`src/design/knt_pkg.sv`:
```
// Shared types, codes and keyword tables for the keyword and number tokenizer.
package knt_pkg;

  localparam int VALUE_BITS = 31;
  localparam int LINE_BITS  = 24;
  localparam int KW_COUNT   = 8;

  localparam logic [VALUE_BITS-1:0] VALUE_MAX = {VALUE_BITS{1'b1}};
  localparam logic [LINE_BITS-1:0]  LINE_MAX  = {LINE_BITS{1'b1}};

  typedef enum logic [1:0] {
    MODE_IDLE = 2'd0,
    MODE_NUM  = 2'd1,
    MODE_WORD = 2'd2,
    MODE_CMT  = 2'd3
  } mode_t;

  localparam logic [3:0] KIND_END     = 4'd0;
  localparam logic [3:0] KIND_LITERAL = 4'd1;
  localparam logic [3:0] KIND_CONST   = 4'd2;
  localparam logic [3:0] KIND_DIR     = 4'd3;
  localparam logic [3:0] KIND_KW_BASE = 4'd4;

  localparam logic [7:0] CH_TAB   = 8'h09;
  localparam logic [7:0] CH_LF    = 8'h0A;
  localparam logic [7:0] CH_CR    = 8'h0D;
  localparam logic [7:0] CH_SPACE = 8'h20;
  localparam logic [7:0] CH_HASH  = 8'h23;

  // Keywords are left aligned in eight characters; the padding is never compared
  // because a position at or past the keyword length clears its match bit.
  localparam logic [63:0] KW_TEXT [KW_COUNT] = '{
    "height  ", "width   ", "newplane", "update  ",
    "airport ", "line    ", "exit    ", "beacon  "
  };
  localparam logic [3:0] KW_LEN [KW_COUNT] = '{
    4'd6, 4'd5, 4'd8, 4'd6, 4'd7, 4'd4, 4'd4, 4'd6
  };
  localparam logic [63:0] DIR_SET = "wedcxzaq";

  typedef struct packed {
    logic [7:0] in_byte;
    logic       end_of_input;
  } in_item_t;

  typedef struct packed {
    logic [3:0]            token_kind;
    logic [7:0]            char_value;
    logic [VALUE_BITS-1:0] const_value;
    logic [LINE_BITS-1:0]  line_number;
    logic                  last_of_run;
  } tok_t;

  function automatic logic is_digit(input logic [7:0] c);
    return (c >= "0") && (c <= "9");
  endfunction

  function automatic logic is_letter(input logic [7:0] c);
    return ((c >= "a") && (c <= "z")) || ((c >= "A") && (c <= "Z"));
  endfunction

  function automatic logic is_dir(input logic [7:0] c);
    logic hit;
    hit = 1'b0;
    for (int i = 0; i < 8; i++) begin
      if (DIR_SET[i*8 +: 8] == c) hit = 1'b1;
    end
    return hit;
  endfunction

  // One letter at position len narrows the set of keywords still in play.
  function automatic logic [KW_COUNT-1:0] kw_feed(input logic [KW_COUNT-1:0] mask,
                                                  input logic [3:0] len,
                                                  input logic [7:0] c);
    logic [KW_COUNT-1:0] m;
    logic [5:0]          base;
    m    = mask;
    base = {~len[2:0], 3'b000};
    for (int k = 0; k < KW_COUNT; k++) begin
      if ((len >= KW_LEN[k]) || (KW_TEXT[k][base +: 8] != c)) m[k] = 1'b0;
    end
    return m;
  endfunction

endpackage

```
`src/design/keyword_number_tokenizer.sv`:
```
// Top level of the keyword and number tokenizer: input stage, lexer and result queue.
//
// Usage: one ASCII byte, or an end mark, enters per input transaction on
// in_valid / in_stall / in_item. Each byte yields zero, one or two tokens on
// out_valid / out_stall / out_item; last_of_run marks the final token of a byte.
// The end mark flushes any pending number or word, gives an end token, returns
// the lexer to idle and reloads the line counter from start_line.
// The user writes start_line through cfg_wr_en / cfg_wr_data while the block is idle;
// the block does not enforce this. A write also loads the line counter at once.
// A byte is held in the input register, lexed from there into the result queue,
// and its tokens are taken from the head of the queue.
// Throughput: one byte per cycle while in_stall is low. The lexer pushes into a
// four-entry result queue and runs while the queue holds at most two tokens, so a
// byte that gives two tokens can make the input stall when the output side drains
// one token per cycle.
// Reset (rst_n low, synchronous) empties the input stage and the queue, puts the
// lexer in idle and sets start_line and the line counter to 1.
// When the receiver stalls, the queue fills, the lexer holds the byte in its
// input register and in_stall rises; nothing is dropped.
module keyword_number_tokenizer
  import knt_pkg::*;
(
  input  logic                 clk,
  input  logic                 rst_n,
  input  logic                 in_valid,
  output logic                 in_stall,
  input  in_item_t             in_item,
  output logic                 out_valid,
  input  logic                 out_stall,
  output tok_t                 out_item,
  input  logic                 cfg_wr_en,
  input  logic [LINE_BITS-1:0] cfg_wr_data
);

  // Input register.
  logic     in_vld_r;
  in_item_t in_r;
  logic     in_acc;
  logic     proc;

  // Lexer state.
  mode_t                 mode_r,  mode_nxt;
  logic [VALUE_BITS-1:0] acc_r,   acc_nxt;
  logic [7:0]            first_r, first_nxt;
  logic [3:0]            len_r,   len_nxt;
  logic [KW_COUNT-1:0]   mask_r,  mask_nxt;
  logic [LINE_BITS-1:0]  line_r,  line_nxt;
  logic [LINE_BITS-1:0]  start_r;

  // Result queue.
  tok_t       fifo_r [4];
  logic [1:0] wptr_r, rptr_r;
  logic [2:0] cnt_r;
  logic       pop;

  // Combinational lexer signals.
  tok_t                  toks [2];
  logic [1:0]            ntok;
  logic [7:0]            c;
  logic                  do_start;
  logic [VALUE_BITS+3:0] acc_ext, acc_sum;
  tok_t                  flush_tok;
  logic                  kw_hit;

  assign c        = in_r.in_byte;
  assign proc     = in_vld_r && (cnt_r <= 3'd2);
  assign in_stall = in_vld_r && (cnt_r > 3'd2);
  assign in_acc   = in_valid && !in_stall;

  assign out_valid = (cnt_r != 3'd0);
  assign out_item  = fifo_r[rptr_r];
  assign pop       = out_valid && !out_stall;

  // acc * 10 + digit as shift and add; saturation is a compare against the maximum.
  assign acc_ext = (VALUE_BITS+4)'(acc_r);
  assign acc_sum = (acc_ext << 3) + (acc_ext << 1) + (VALUE_BITS+4)'(c[3:0]);

  // Token for a word that ends: the first whole-word keyword match wins, then a
  // lone direction letter, else the first character as a literal.
  always_comb begin
    flush_tok             = '0;
    flush_tok.line_number = line_r;
    kw_hit                = 1'b0;
    for (int k = KW_COUNT - 1; k >= 0; k--) begin
      if (mask_r[k] && (len_r == KW_LEN[k])) begin
        kw_hit               = 1'b1;
        flush_tok.token_kind = KIND_KW_BASE + 4'(k);
      end
    end
    if (!kw_hit) begin
      flush_tok.char_value = first_r;
      if ((len_r == 4'd1) && is_dir(first_r)) begin
        flush_tok.token_kind = KIND_DIR;
      end else begin
        flush_tok.token_kind = KIND_LITERAL;
      end
    end
  end

  always_comb begin
    mode_nxt  = mode_r;
    acc_nxt   = acc_r;
    first_nxt = first_r;
    len_nxt   = len_r;
    mask_nxt  = mask_r;
    line_nxt  = line_r;
    toks[0]   = '0;
    toks[1]   = '0;
    ntok      = 2'd0;
    do_start  = 1'b0;

    if (in_r.end_of_input) begin
      if (mode_r == MODE_NUM) begin
        toks[ntok[0]]             = '0;
        toks[ntok[0]].token_kind  = KIND_CONST;
        toks[ntok[0]].const_value = acc_r;
        toks[ntok[0]].line_number = line_r;
        ntok                      = ntok + 2'd1;
      end else if (mode_r == MODE_WORD) begin
        toks[ntok[0]] = flush_tok;
        ntok          = ntok + 2'd1;
      end
      toks[ntok[0]]             = '0;
      toks[ntok[0]].token_kind  = KIND_END;
      toks[ntok[0]].line_number = line_r;
      ntok                      = ntok + 2'd1;
      mode_nxt = MODE_IDLE;
      acc_nxt  = '0;
      len_nxt  = 4'd0;
      mask_nxt = '1;
      line_nxt = start_r;
    end else begin
      case (mode_r)
        MODE_CMT: begin
          if (c == CH_LF) begin
            if (line_r != LINE_MAX) line_nxt = line_r + 1'b1;
            mode_nxt = MODE_IDLE;
          end
        end
        MODE_NUM: begin
          if (is_digit(c)) begin
            if (acc_sum > (VALUE_BITS+4)'(VALUE_MAX)) begin
              acc_nxt = VALUE_MAX;
            end else begin
              acc_nxt = acc_sum[VALUE_BITS-1:0];
            end
          end else begin
            toks[ntok[0]]             = '0;
            toks[ntok[0]].token_kind  = KIND_CONST;
            toks[ntok[0]].const_value = acc_r;
            toks[ntok[0]].line_number = line_r;
            ntok                      = ntok + 2'd1;
            mode_nxt                  = MODE_IDLE;
            do_start                  = 1'b1;
          end
        end
        MODE_WORD: begin
          if (is_letter(c)) begin
            mask_nxt = kw_feed(mask_r, len_r, c);
            if (len_r < 4'd9) len_nxt = len_r + 4'd1;
          end else begin
            toks[ntok[0]] = flush_tok;
            ntok          = ntok + 2'd1;
            mode_nxt      = MODE_IDLE;
            do_start      = 1'b1;
          end
        end
        default: begin
          do_start = 1'b1;
        end
      endcase

      // The byte that ends a run is handled again as the start of a new one.
      if (do_start) begin
        if ((c == CH_SPACE) || (c == CH_TAB) || (c == CH_CR)) begin
          mode_nxt = MODE_IDLE;
        end else if (c == CH_LF) begin
          if (line_r != LINE_MAX) line_nxt = line_r + 1'b1;
        end else if (c == CH_HASH) begin
          mode_nxt = MODE_CMT;
        end else if (is_digit(c)) begin
          mode_nxt = MODE_NUM;
          acc_nxt  = VALUE_BITS'(c[3:0]);
        end else if (is_letter(c)) begin
          mode_nxt  = MODE_WORD;
          first_nxt = c;
          len_nxt   = 4'd1;
          mask_nxt  = kw_feed('1, 4'd0, c);
        end else begin
          toks[ntok[0]]             = '0;
          toks[ntok[0]].token_kind  = KIND_LITERAL;
          toks[ntok[0]].char_value  = c;
          toks[ntok[0]].line_number = line_r;
          ntok                      = ntok + 2'd1;
        end
      end
    end

    if (ntok == 2'd1) toks[0].last_of_run = 1'b1;
    if (ntok == 2'd2) toks[1].last_of_run = 1'b1;
  end

  // Input register.
  always_ff @(posedge clk) begin
    if (!rst_n) begin
      in_vld_r <= 1'b0;
    end else if (in_acc) begin
      in_vld_r <= 1'b1;
    end else if (proc) begin
      in_vld_r <= 1'b0;
    end
    if (in_acc) in_r <= in_item;
  end

  // Lexer state register. A register write takes priority over the lexer for
  // the line counter.
  always_ff @(posedge clk) begin
    if (!rst_n) begin
      mode_r  <= MODE_IDLE;
      acc_r   <= '0;
      first_r <= '0;
      len_r   <= 4'd0;
      mask_r  <= '1;
      start_r <= LINE_BITS'(1);
      line_r  <= LINE_BITS'(1);
    end else begin
      if (proc) begin
        mode_r  <= mode_nxt;
        acc_r   <= acc_nxt;
        first_r <= first_nxt;
        len_r   <= len_nxt;
        mask_r  <= mask_nxt;
      end
      if (cfg_wr_en) begin
        start_r <= cfg_wr_data;
        line_r  <= cfg_wr_data;
      end else if (proc) begin
        line_r  <= line_nxt;
      end
    end
  end

  // Result queue: up to two pushes and one pop per cycle.
  always_ff @(posedge clk) begin
    if (!rst_n) begin
      wptr_r <= 2'd0;
      rptr_r <= 2'd0;
      cnt_r  <= 3'd0;
    end else begin
      wptr_r <= proc ? (wptr_r + ntok) : wptr_r;
      rptr_r <= rptr_r + {1'b0, pop};
      cnt_r  <= cnt_r + (proc ? {1'b0, ntok} : 3'd0) - {2'b00, pop};
    end
    if (proc && (ntok != 2'd0)) fifo_r[wptr_r] <= toks[0];
    if (proc && (ntok == 2'd2)) fifo_r[wptr_r + 2'd1] <= toks[1];
  end

  // The queue never holds more than four tokens.
  a_cnt_bound: assert property (@(posedge clk) disable iff (!rst_n) cnt_r <= 3'd4)
    else $error("result queue overfilled");

  // The pointer distance tracks the fill count.
  a_ptr_cnt: assert property (@(posedge clk) disable iff (!rst_n)
    (cnt_r == 3'd4) || (2'(wptr_r - rptr_r) == cnt_r[1:0]))
    else $error("result queue pointers and count disagree");

  // An end mark leaves the lexer idle with the line counter reloaded.
  a_end_idle: assert property (@(posedge clk) disable iff (!rst_n)
    proc && in_r.end_of_input && !cfg_wr_en |=> (mode_r == MODE_IDLE) && (line_r == start_r))
    else $error("end mark did not return the lexer to idle");

  // The word length saturates at nine.
  a_len_sat: assert property (@(posedge clk) disable iff (!rst_n) len_r <= 4'd9)
    else $error("word length beyond saturation");

  // A byte that lexes to two tokens needs queue room for both.
  a_room: assert property (@(posedge clk) disable iff (!rst_n)
    proc |-> (cnt_r + {1'b0, ntok}) <= 3'd4)
    else $error("lexer pushed into a full queue");

endmodule
```
`config.mk`:
```
export PLATFORM = sky130hd
export DESIGN_NAME = keyword_number_tokenizer
export DESIGN_NICKNAME = d
export VERILOG_FILES = /design/src/design/knt_pkg.sv /design/src/design/keyword_number_tokenizer.sv
export SDC_FILE = /design/constraint.sdc
export NUM_CORES = 1
export LEC_CHECK = 0
export ABC_AREA = 1
export BUFFER_PORTS_ARGS = -buffer_cell sky130_fd_sc_hd__clkbuf_2
export CAP_MARGIN = 20
export CORE_UTILIZATION = 55
export DETAILED_ROUTE_END_ITERATION = 8
export GPL_TIMING_DRIVEN = 1
export MAX_ROUTING_LAYER = met4
export PLACE_DENSITY_LB_ADDON = 0.1
export SETUP_SLACK_MARGIN = 0.4
export SYNTH_ARGS = -nofsm -noshare
export SYNTH_HDL_FRONTEND = slang
export SYNTH_SLANG_ARGS = --single-unit
```
`constraint.sdc`:
```
create_clock -name clk -period 4.35 [get_ports clk]
set_input_delay 0.2175 -clock clk [delete_from_list [all_inputs] [get_ports clk]]
set_output_delay 0.2175 -clock clk [all_outputs]
set_load 0.05 [all_outputs]
```
Word-level counts from Yosys, hierarchy flattened:

Memories as Yosys holds them, arrays and structs flattened. A register that Yosys moved wholly into a read port is not among the register bits.
Cells that the tools add are included.

* bits in registers: 118
* RAM bits: 272
* input bits: 38
* output and inout bits: 70
* logic and storage cells: 296
* memories: 1

Memories
* fifo_r: depth 4, width 68, rd ports 1, clocked after Yosys merged registers in 1, wr ports 2, RTL line keyword_number_tokenizer.sv:51 `tok_t fifo_r [4];`

* $add $sub $neg: 11
* order comparisons: 19
* eq/ne operators: 41
* shifts and indexed selects: 8
* muxes and demuxes: 153
* bitwise gates (word level): 12
* reduce and logical (&&, ||, !) cells: 38

Operators by type and width (count)
* $mux W136: 7
* $bwmux W136: 5
* $mux W68: 9
* $shiftx A64 B7 Y8 const A: 8
* $demux W68 S1: 7
* $mux W31: 9
* $and A136 B136 Y136: 2
* $not A136 Y136: 2
* $mux W24: 10
* $pmux W68 S2: 1
* $mux W4: 18
* $mux W8: 9
* $mux W66: 1
* $eq A7 B8 Y1 const A: 8
* $mux W64: 1
* $ne A7 B8 Y1 const A: 8
* $ne A8 B8 Y1: 8
* $mux W25: 2
* $mux W1: 48
* $mux W2: 22
* $add A34 B32 Y35: 1
* $add A35 B4 Y35: 1
* $gt A35 B31 Y1 const B: 1
* $add A24 B1 Y24 const B: 1
* 38 further kinds: 93

Logic depth before layout (Yosys ltp):

Gate-level depths: netlist (run 1).

* depth after elaboration: 29
* gate-level depth with buffers: 22
* mapped depth without buffers: 21

Least setup slack after synthesis (run 1):

OpenSTA, ideal clock, no wires.

* kind: reg2reg
* from: register in_r, in the netlist c[2]
* to: memory fifo_r[1][0] (netlist bit) (enable)
* library setup time: 0.428 ns
* data arrival time: 3.900 ns
* data required time: 3.922 ns
* slack: 0.022 ns
* stages on the path, launching flop included: 17
* buffers on the path: 4
* period minus slack after synthesis: 4.328 ns
* cells stage by stage: edfxtp_1 buf_4 inv_2 buf_6 nand2_1 nand3_1 nand3_4 nand2_2 nand2_1 nand2_1 inv_1 ha_1 o2111ai_2 nand3_2 buf_4 buf_2 nand2_1

RTL lines
* start: declaration: RTL line keyword_number_tokenizer.sv:37 `in_item_t in_r;`
* start signal: assignment: RTL line keyword_number_tokenizer.sv:212 `if (in_acc) in_r <= in_item;`
* end: declaration: RTL line keyword_number_tokenizer.sv:51

==> qor.tcl, run 1 <==
set qor(critical_path_required_ns) 4.59
set qor(die_w_um) 212
set qor(muxShareOfSynthArea) 0.000411
set qor(max_cap_violations) 0
set qor(synthesized_instance_count) 3316
set qor(final_hold_violation_count) 0
set qor(place.detailed.instances) 3878
set qor(synthesis.area_per_instance_sq_um) 7.34
set qor(gp_congestion) 1.03
set qor(post-cts-setup-buffers) 0
set qor(groute.layer.met2.usage) 0.475
set qor(initial_cell_density_of_the_core) 0.561
set qor(power_leakage_nw) 12.0
set qor(synth_seq_cells) 390
set qor(grt_setup_unrepaired) {false}
set qor(worst_ep_arrival_time_ns) 3.96
set qor(layout.cells.non_filler) 3993
set qor(final_util) 0.625
set qor(hp-class) {primary input to flip-flop}
set qor(detail-route-antenna-nets) 0
set qor(synth_enable_flop_cells) 281
set qor(yosys.area_share.adder) 0.0431
set qor(totalPowerFinal_mw) 11.4
set qor(mostFrequentLayoutCell) {sky130_fd_sc_hd__nand2_1}
set qor(clock_tree.root_cell) {sky130_fd_sc_hd__clkbuf_16}
set qor(fin_setup_tns_ns) 0
set qor(synth_compound_gate_area_share) 0.145
set qor(critPathKind) {flip-flop to flip-flop}
set qor(grt_pass1_vias) 20300
set qor(fin_nets) 3493
set qor(post_drt_wl_per_cell_um) 18.8
set qor(synth_top_family_by_area) {simple AND/OR/NAND/NOR gates}
set qor(seq_area_frac_synth) 0.436
set qor(design.die.area_sq_um) 45100
set qor(ys_async_sr_fraction) 0
set qor(yosys_warnings) 0
set qor(finalCriticalPeriod_ns) 3.72
set qor(cts_max_path_buffers) 3
set qor(coreArea_sq_um) 43400
set qor(cts-htree-levels) 2
set qor(wire_length_of_the_first_global_routing_pass_um) 114000
set qor(final.period_utilization) 0.854
set qor(most_used_layer_global_route) {met1}
set qor(groute.layer.met3.usage) 0.0530
set qor(drt_iter0_markers) 2750
set qor(die_h_um) 212
set qor(floorplan.io_pins) 108
set qor(synth_xor_xnor_area_share) 0.0180
set qor(routed-via-count) 22600
set qor(clk-insertion-delay-late_ns) 0.59
set qor(cts.sink_count) 390
set qor(cts_buffers) 43
set qor(power_density_nw_per_um2) 420
set qor(global_route_total_overflow) 0
set qor(timing.critical_path.fanout_max) 40
set qor(cell_variety_after_synth) 51
set qor(power.ir.vdd_worst_v) 0.000399
set qor(timing.slew.headroom) 0.184
set qor(grt.total_usage) 0.339
set qor(grt_max_degree) 103
set qor(synthFlopType) {sky130_fd_sc_hd__edfxtp_1}
set qor(synth.cell_area_sq_um) 24300
set qor(synth_simple_gate_area_share) 0.262
set qor(area_growth_syn_to_layout_pct) 11.4
set qor(post-route-drc-count) 0
set qor(status) {complete, no violations}
set qor(final_layout_size_suffix_gt1_frac) 0.0875
set qor(tritoncts) {yes}
set qor(dr.pass1.iters) 6
set qor(finalClockSkew_ns) 0.0317
set qor(place.port_buffers) 107
set qor(report.final.setup_viol) 0
set qor(pre_cts_ws_ns) 0.612
set qor(hpwl_um) 50400
set qor(grt_antenna_before_repair) 1
set qor(mappedNetlistNets) 3436
set qor(met1_usage) 0.511
set qor(tightestPinTransition_ns) 1.19
set qor(routed_wirelength_um) 75100
set qor(final.setup.worst_slack_ns) 0.633
set qor(vias_per_cell) 5.67
set qor(layout_common_cells) {sky130_fd_sc_hd__nand2_1 (927), sky130_fd_sc_hd__inv_1 (394), sky130_fd_sc_hd__nor2_1 (378)}
set qor(slew_viol_final) 0
set qor(critPathLaunchType) {flip-flop}
set qor(rows) 76
set qor(timing.critical_path.to_type) {flip-flop}
set qor(upper_clock_frequency_limit_mhz) 269
set qor(worst_setup_hold_path_clk_slew_ns) 0.06
[Yosys cell counts (9+ instances only)]
cell                       instances  area share
sky130_fd_sc_hd__nand2_1         931        0.14
sky130_fd_sc_hd__inv_1           395       0.061
sky130_fd_sc_hd__nor2_1          382       0.059
sky130_fd_sc_hd__edfxtp_1        281        0.35
sky130_fd_sc_hd__o21ai_0         242       0.050
sky130_fd_sc_hd__a21oi_1         154       0.032
sky130_fd_sc_hd__nand3_1         134       0.028
sky130_fd_sc_hd__o21ai_1         121       0.025
sky130_fd_sc_hd__clkbuf_1        111       0.017
sky130_fd_sc_hd__dfxtp_1         109       0.090
sky130_fd_sc_hd__ha_1             79       0.041
sky130_fd_sc_hd__o22ai_1          75       0.019
sky130_fd_sc_hd__xor2_1           43       0.015
sky130_fd_sc_hd__buf_2            36      0.0074
sky130_fd_sc_hd__nor3_1           32      0.0066
sky130_fd_sc_hd__nor2_2           31      0.0080
sky130_fd_sc_hd__nand4_1          17      0.0044
sky130_fd_sc_hd__o211ai_1         17      0.0052
sky130_fd_sc_hd__o21a_1           16      0.0049
sky130_fd_sc_hd__buf_6            11      0.0051
sky130_fd_sc_hd__inv_2            11      0.0017
sky130_fd_sc_hd__buf_4             9      0.0028
[metrics by stage]
step	hold slack, ns	instance area, sq um
2_1_floorplan	0.316	24300
3_3_place_gp	0.396	25300
3_5_place_dp	0.397	25300
4_1_cts	0.151	27000
5_1_grt	0.192	27100
6_report	0.210	27100
[area by class of cell]
class / instances / area (sq um)
fill: 3963 / 16300
multi-input combinational: 2347 / 11500
sequential: 390 / 10600
inverter: 407 / 1530
timing repair buffer: 184 / 1320
clock buffer: 55 / 1150
tap: 585 / 732
clock inverter: 24 / 262
antenna: 1 / 2.50
[critical path: stages (launching register included)]
cell and delay [ns]:
sky130_fd_sc_hd__edfxtp_1 0.61, sky130_fd_sc_hd__inv_4 0.16, sky130_fd_sc_hd__nand2_1 0.14, sky130_fd_sc_hd__nor2_1 0.07, sky130_fd_sc_hd__nand2_1 0.10, sky130_fd_sc_hd__nand3_4 0.14, sky130_fd_sc_hd__nand2_2 0.10, sky130_fd_sc_hd__nand2_1 0.07
sky130_fd_sc_hd__nand2_1 0.16, sky130_fd_sc_hd__inv_1 0.11, sky130_fd_sc_hd__ha_1 0.30, sky130_fd_sc_hd__o2111ai_2 0.16, sky130_fd_sc_hd__buf_4 0.22, sky130_fd_sc_hd__nand3_1 0.13, sky130_fd_sc_hd__nand3_1 0.14, sky130_fd_sc_hd__nand2_4 0.43
sky130_fd_sc_hd__buf_12 0.33
[cell families after synthesis]
group,Yosys count
XOR/XNOR,50
AO/OA/AOI/OAI,652
flip-flops,390
buffers and inverters,579
AND/OR/NAND/NOR,1562
adder cells (fa/ha/maj),82
multiplexers,1
[state kept, by name, indices dropped and copies added, names as in the netlist, 3 cells and up]
register / flops
fifo_r: 272
acc_r: 31
line_r: 24
start_r: 24
c: 8
first_r: 8
mask_r: 8
len_r: 4
cnt_r: 3
[path summary, 6_finish.rpt]
check / start / to / slack [ns] / cells after the start
setup / recovery: c[0] / fifo_r[1][50] / 0.63 / 16
hold reg to reg: start_r[1] / start_r[1] / 0.46 / 2
hold / removal: rst_n / mask_r[0] / 0.21 / 2
setup reg to reg: c[0] / fifo_r[1][50] / 0.63 / 16
[report_power, final]
group	total, mW	switching (mW)	internal (mW)
sequential	4.31	0.152	4.16
clock	3.69	1.56	2.13
combinational	3.38	2.63	0.748
[metal layers]
| layer | routed length [um] | share of wire |
|---|---|---|
| met3 | 7190 | 0.096 |
| met2 | 31800 | 0.42 |
| met1 | 34700 | 0.46 |
| met5 | 0 | 0 |
| met4 | 1490 | 0.020 |
[repair_timing]
action | 4_1_cts | 5_1_grt
endpoints found under the setup margin | 0 | 91
endpoints found under the hold margin | 36 | 0
hold buffers | 34 | 0
gates resized for setup | 0 | 4
Note: power is estimated with default switching activity, not from simulation.
==> run 2: changes to the inputs <==
--- a/config.mk
+++ b/config.mk
@@ -8,6 +8,7 @@
 export ABC_AREA = 1
 export BUFFER_PORTS_ARGS = -buffer_cell sky130_fd_sc_hd__clkbuf_2
 export CAP_MARGIN = 20
+export CORE_ASPECT_RATIO = 1.75
 export CORE_UTILIZATION = 55
 export DETAILED_ROUTE_END_ITERATION = 8
 export GPL_TIMING_DRIVEN = 1
==> run 2 against run 1 <==
Compared with the run above:
- power decreased by 3.8%
- final area decreased by 0.84%
- cell count decreased by 0.70%
- non-clock buffer count increased by 1
- fmax increased by 0.10%
- routed wire length increased by 2.1%
- clock skew increased by 0.0082 ns
- global-route usage increased by 1.0 points
- worst setup slack improved by 0.0038 ns
- flip-flop and latch count unchanged
- sequential share of layout area increased by 0.33 points
- utilization decreased by 0.68 points
- highest routed layer unchanged
==> qor.tcl, run 2 (synthesis results as in run 1) <==
set qor(timing.slew.headroom) 0.376 ;# +0.192
set qor(upper_clock_frequency_limit_mhz) 269 ;# +0.10%
set qor(tritoncts) {yes}
set qor(clk-insertion-delay-late_ns) 0.59 ;# about the same
set qor(clock_tree.root_cell) {sky130_fd_sc_hd__clkbuf_16}
set qor(cts_max_path_buffers) 3 ;# unchanged
set qor(fin_setup_tns_ns) 0 ;# unchanged
set qor(largest_register_ffs) 272 ;# unchanged
set qor(cts_buffers) 38 ;# -12%
set qor(finalClockSkew_ns) 0.0399 ;# +0.00822 ns
set qor(global_route_total_overflow) 0 ;# unchanged
set qor(grt_pass1_vias) 21700 ;# +6.8%
set qor(worst_setup_hold_path_clk_slew_ns) 0.06 ;# about the same
set qor(final_layout_size_suffix_gt1_frac) 0.0853 ;# -0.00215
set qor(gp_congestion) 0.958 ;# -6.7%
set qor(place.port_buffers) 107 ;# unchanged
set qor(finish.instance_area_sq_um) 26900 ;# -0.84%
set qor(cts.sink_count) 390 ;# unchanged
set qor(power_density_nw_per_um2) 407 ;# -3.0%
set qor(cp_slowest_cell) {sky130_fd_sc_hd__edfxtp_1}
set qor(area_growth_syn_to_layout_pct) 10.5
set qor(dr.pass1.iters) 6 ;# unchanged
set qor(post_drt_wl_per_cell_um) 19.3 ;# +2.8%
set qor(design.die.area_sq_um) 45100 ;# about the same
set qor(critical_path_required_ns) 4.77 ;# +0.18 ns
set qor(hpwl_um) 52300 ;# +3.8%
set qor(worst_ep_arrival_time_ns) 4.13 ;# +0.17 ns
set qor(drt_iter0_markers) 2291 ;# -17%
set qor(timing.critical_path.slowest_cell_delay_ns) 0.40 ;# -0.21 ns
set qor(post-route-drc-count) 0 ;# unchanged
set qor(fin_nets) 3489 ;# -0.11%
set qor(routed_wirelength_um) 76700 ;# +2.1%
set qor(grt_antenna_before_repair) 0 ;# -1
set qor(initial_cell_density_of_the_core) 0.560 ;# -0.00142
set qor(wire_length_of_the_first_global_routing_pass_um) 119000 ;# +4.0%
set qor(final_util) 0.618 ;# -0.00679
set qor(power_leakage_nw) 12.0 ;# -0.79%
set qor(max_cap_violations) 0 ;# unchanged
set qor(mostFrequentLayoutCell) {sky130_fd_sc_hd__nand2_1}
set qor(coreArea_sq_um) 43500 ;# +0.25%
set qor(grt_max_degree) 102 ;# -0.97%
set qor(final_hold_violation_count) 0 ;# unchanged
set qor(timing.critical_path.fanout_max) 12 ;# -70%
set qor(grt_setup_unrepaired) {false}
set qor(vias_per_cell) 5.73 ;# +1.1%
set qor(power.ir.vdd_worst_v) 0.000832 ;# +110%
set qor(die_h_um) 280 ;# +32%
set qor(totalPowerFinal_mw) 10.9 ;# -3.8%
set qor(tightestPinTransition_ns) 0.932 ;# -0.261 ns
set qor(timing.critical_path.mode_cell) {sky130_fd_sc_hd__nand2_1}
set qor(routed-via-count) 22700 ;# +0.40%
set qor(filler_instances) 3903 ;# -1.5%
set qor(floorplan.io_pins) 108 ;# unchanged
set qor(cts-htree-levels) 2 ;# unchanged
set qor(largestRegisters) {fifo_r (272), acc_r (31)}
set qor(critPathLaunchType) {flip-flop}
set qor(placement_cell_area_sq_um) 25300 ;# -0.13%
set qor(layout_common_cells) {sky130_fd_sc_hd__nand2_1 (926), sky130_fd_sc_hd__inv_1 (395), sky130_fd_sc_hd__nor2_1 (379)}
set qor(die_w_um) 161 ;# -24%
set qor(hp-class) {primary input to flip-flop}
set qor(final.period_utilization) 0.854 ;# -0.000866
set qor(slew_viol_final) 0 ;# unchanged
set qor(antenna-diode-count) 0 ;# -1
set qor(critPathKind) {flip-flop to flip-flop}
set qor(finalCriticalPeriod_ns) 3.71 ;# -0.00377 ns
set qor(timing.critical_path.to_type) {flip-flop}
set qor(status) {complete, no violations}
set qor(grt.total_usage) 0.349 ;# +0.0101
set qor(max_flop_register) {fifo_r}
set qor(rows) 101 ;# +33%
set qor(report.final.setup_viol) 0 ;# unchanged
set qor(detail-route-antenna-nets) 0 ;# unchanged
set qor(cp_cell_sequence) {inv_2, nand2_1, nor2_1, nand2_1, nand3_4, nand2_2, nand2_1, nand2_2, inv_1, ha_1, o2111ai_2, buf_4, nand2_1, nand2_1, ha_1, inv_1, ha_1, inv_1, fa_1, xor2_1, inv_1, nor2_1}
==> run 2: changes by cell type in the layout (fill, tap and decap cells not counted), sizes merged <==
cell and change:
bufinv -2, clkbuf -11, clkinv +7, diode -1
inv -2
==> run 2: timing repair <==
item                       CTS  global route
gates resized for setup      0             3
setup endpoints to repair    0           113
hold endpoints to repair    36             0
hold buffers                34             0
setup buffers                0             1
==> run 2: where the power goes <==
part	total [mW]	leakage (nW)	internal, mW	switching, mW
Combinational	3.38	7.97	0.749	2.63
Clock	3.27	0.586	1.75	1.52
Sequential	4.30	3.40	4.16	0.137
Total	10.9	12.0	6.66	4.28
==> run 2: cell type report <==
| cell class | instances | area (sq um) | share of cell area |
|---|---|---|---|
| Inverter | 407 | 1530 | 0.0569 |
| Clock inverter | 27 | 239 | 0.00889 |
| Timing Repair Buffer | 185 | 1350 | 0.0502 |
| Multi-Input combinational cell | 2347 | 11500 | 0.426 |
| Clock buffer | 43 | 970 | 0.0361 |
| Tap cell | 566 | 708 | 0.0263 |
| Sequential cell | 390 | 10600 | 0.395 |
==> run 2: worst paths after layout <==
kind	endpoint	depth (start not counted)	slack (ns)	start
hold / removal	mask_r[4]	2	0.19	rst_n
setup reg to reg	cnt_r[2]	22	0.64	c[0]
setup / recovery	cnt_r[2]	22	0.64	c[0]
hold reg to reg	start_r[5]	2	0.46	start_r[5]
==> run 2: layer usage <==
layer	GRT usage	share of wire
met2	0.584	0.49
met5	-	0
met3	0.0364	0.076
met1	0.432	0.39
met4	0.139	0.037
==> run 2: worst max-delay path: cells and delay by family (launching register included) <==
family	cells	cell delay, ns
AOI/OAI and AO/OA	1	0.19
buffers and inverters	6	0.74
and+or+nand+nor	10	1.07
adders and majority gates	4	1.00
xor gates and xnor gates	1	0.18
DFF	1	0.40
==> run 2: metrics by stage <==
step | setup WS (ns) | hold slack, ns | instances
2_1_floorplan | 0.670 | 0.316 | 3316
3_3_place_gp | 0.668 | 0.396 | 3856
3_5_place_dp | 0.619 | 0.400 | 3857
4_1_cts | 0.600 | 0.161 | 3961
5_1_grt | 0.391 | 0.180 | 3965
6_report | 0.637 | 0.187 | 3965
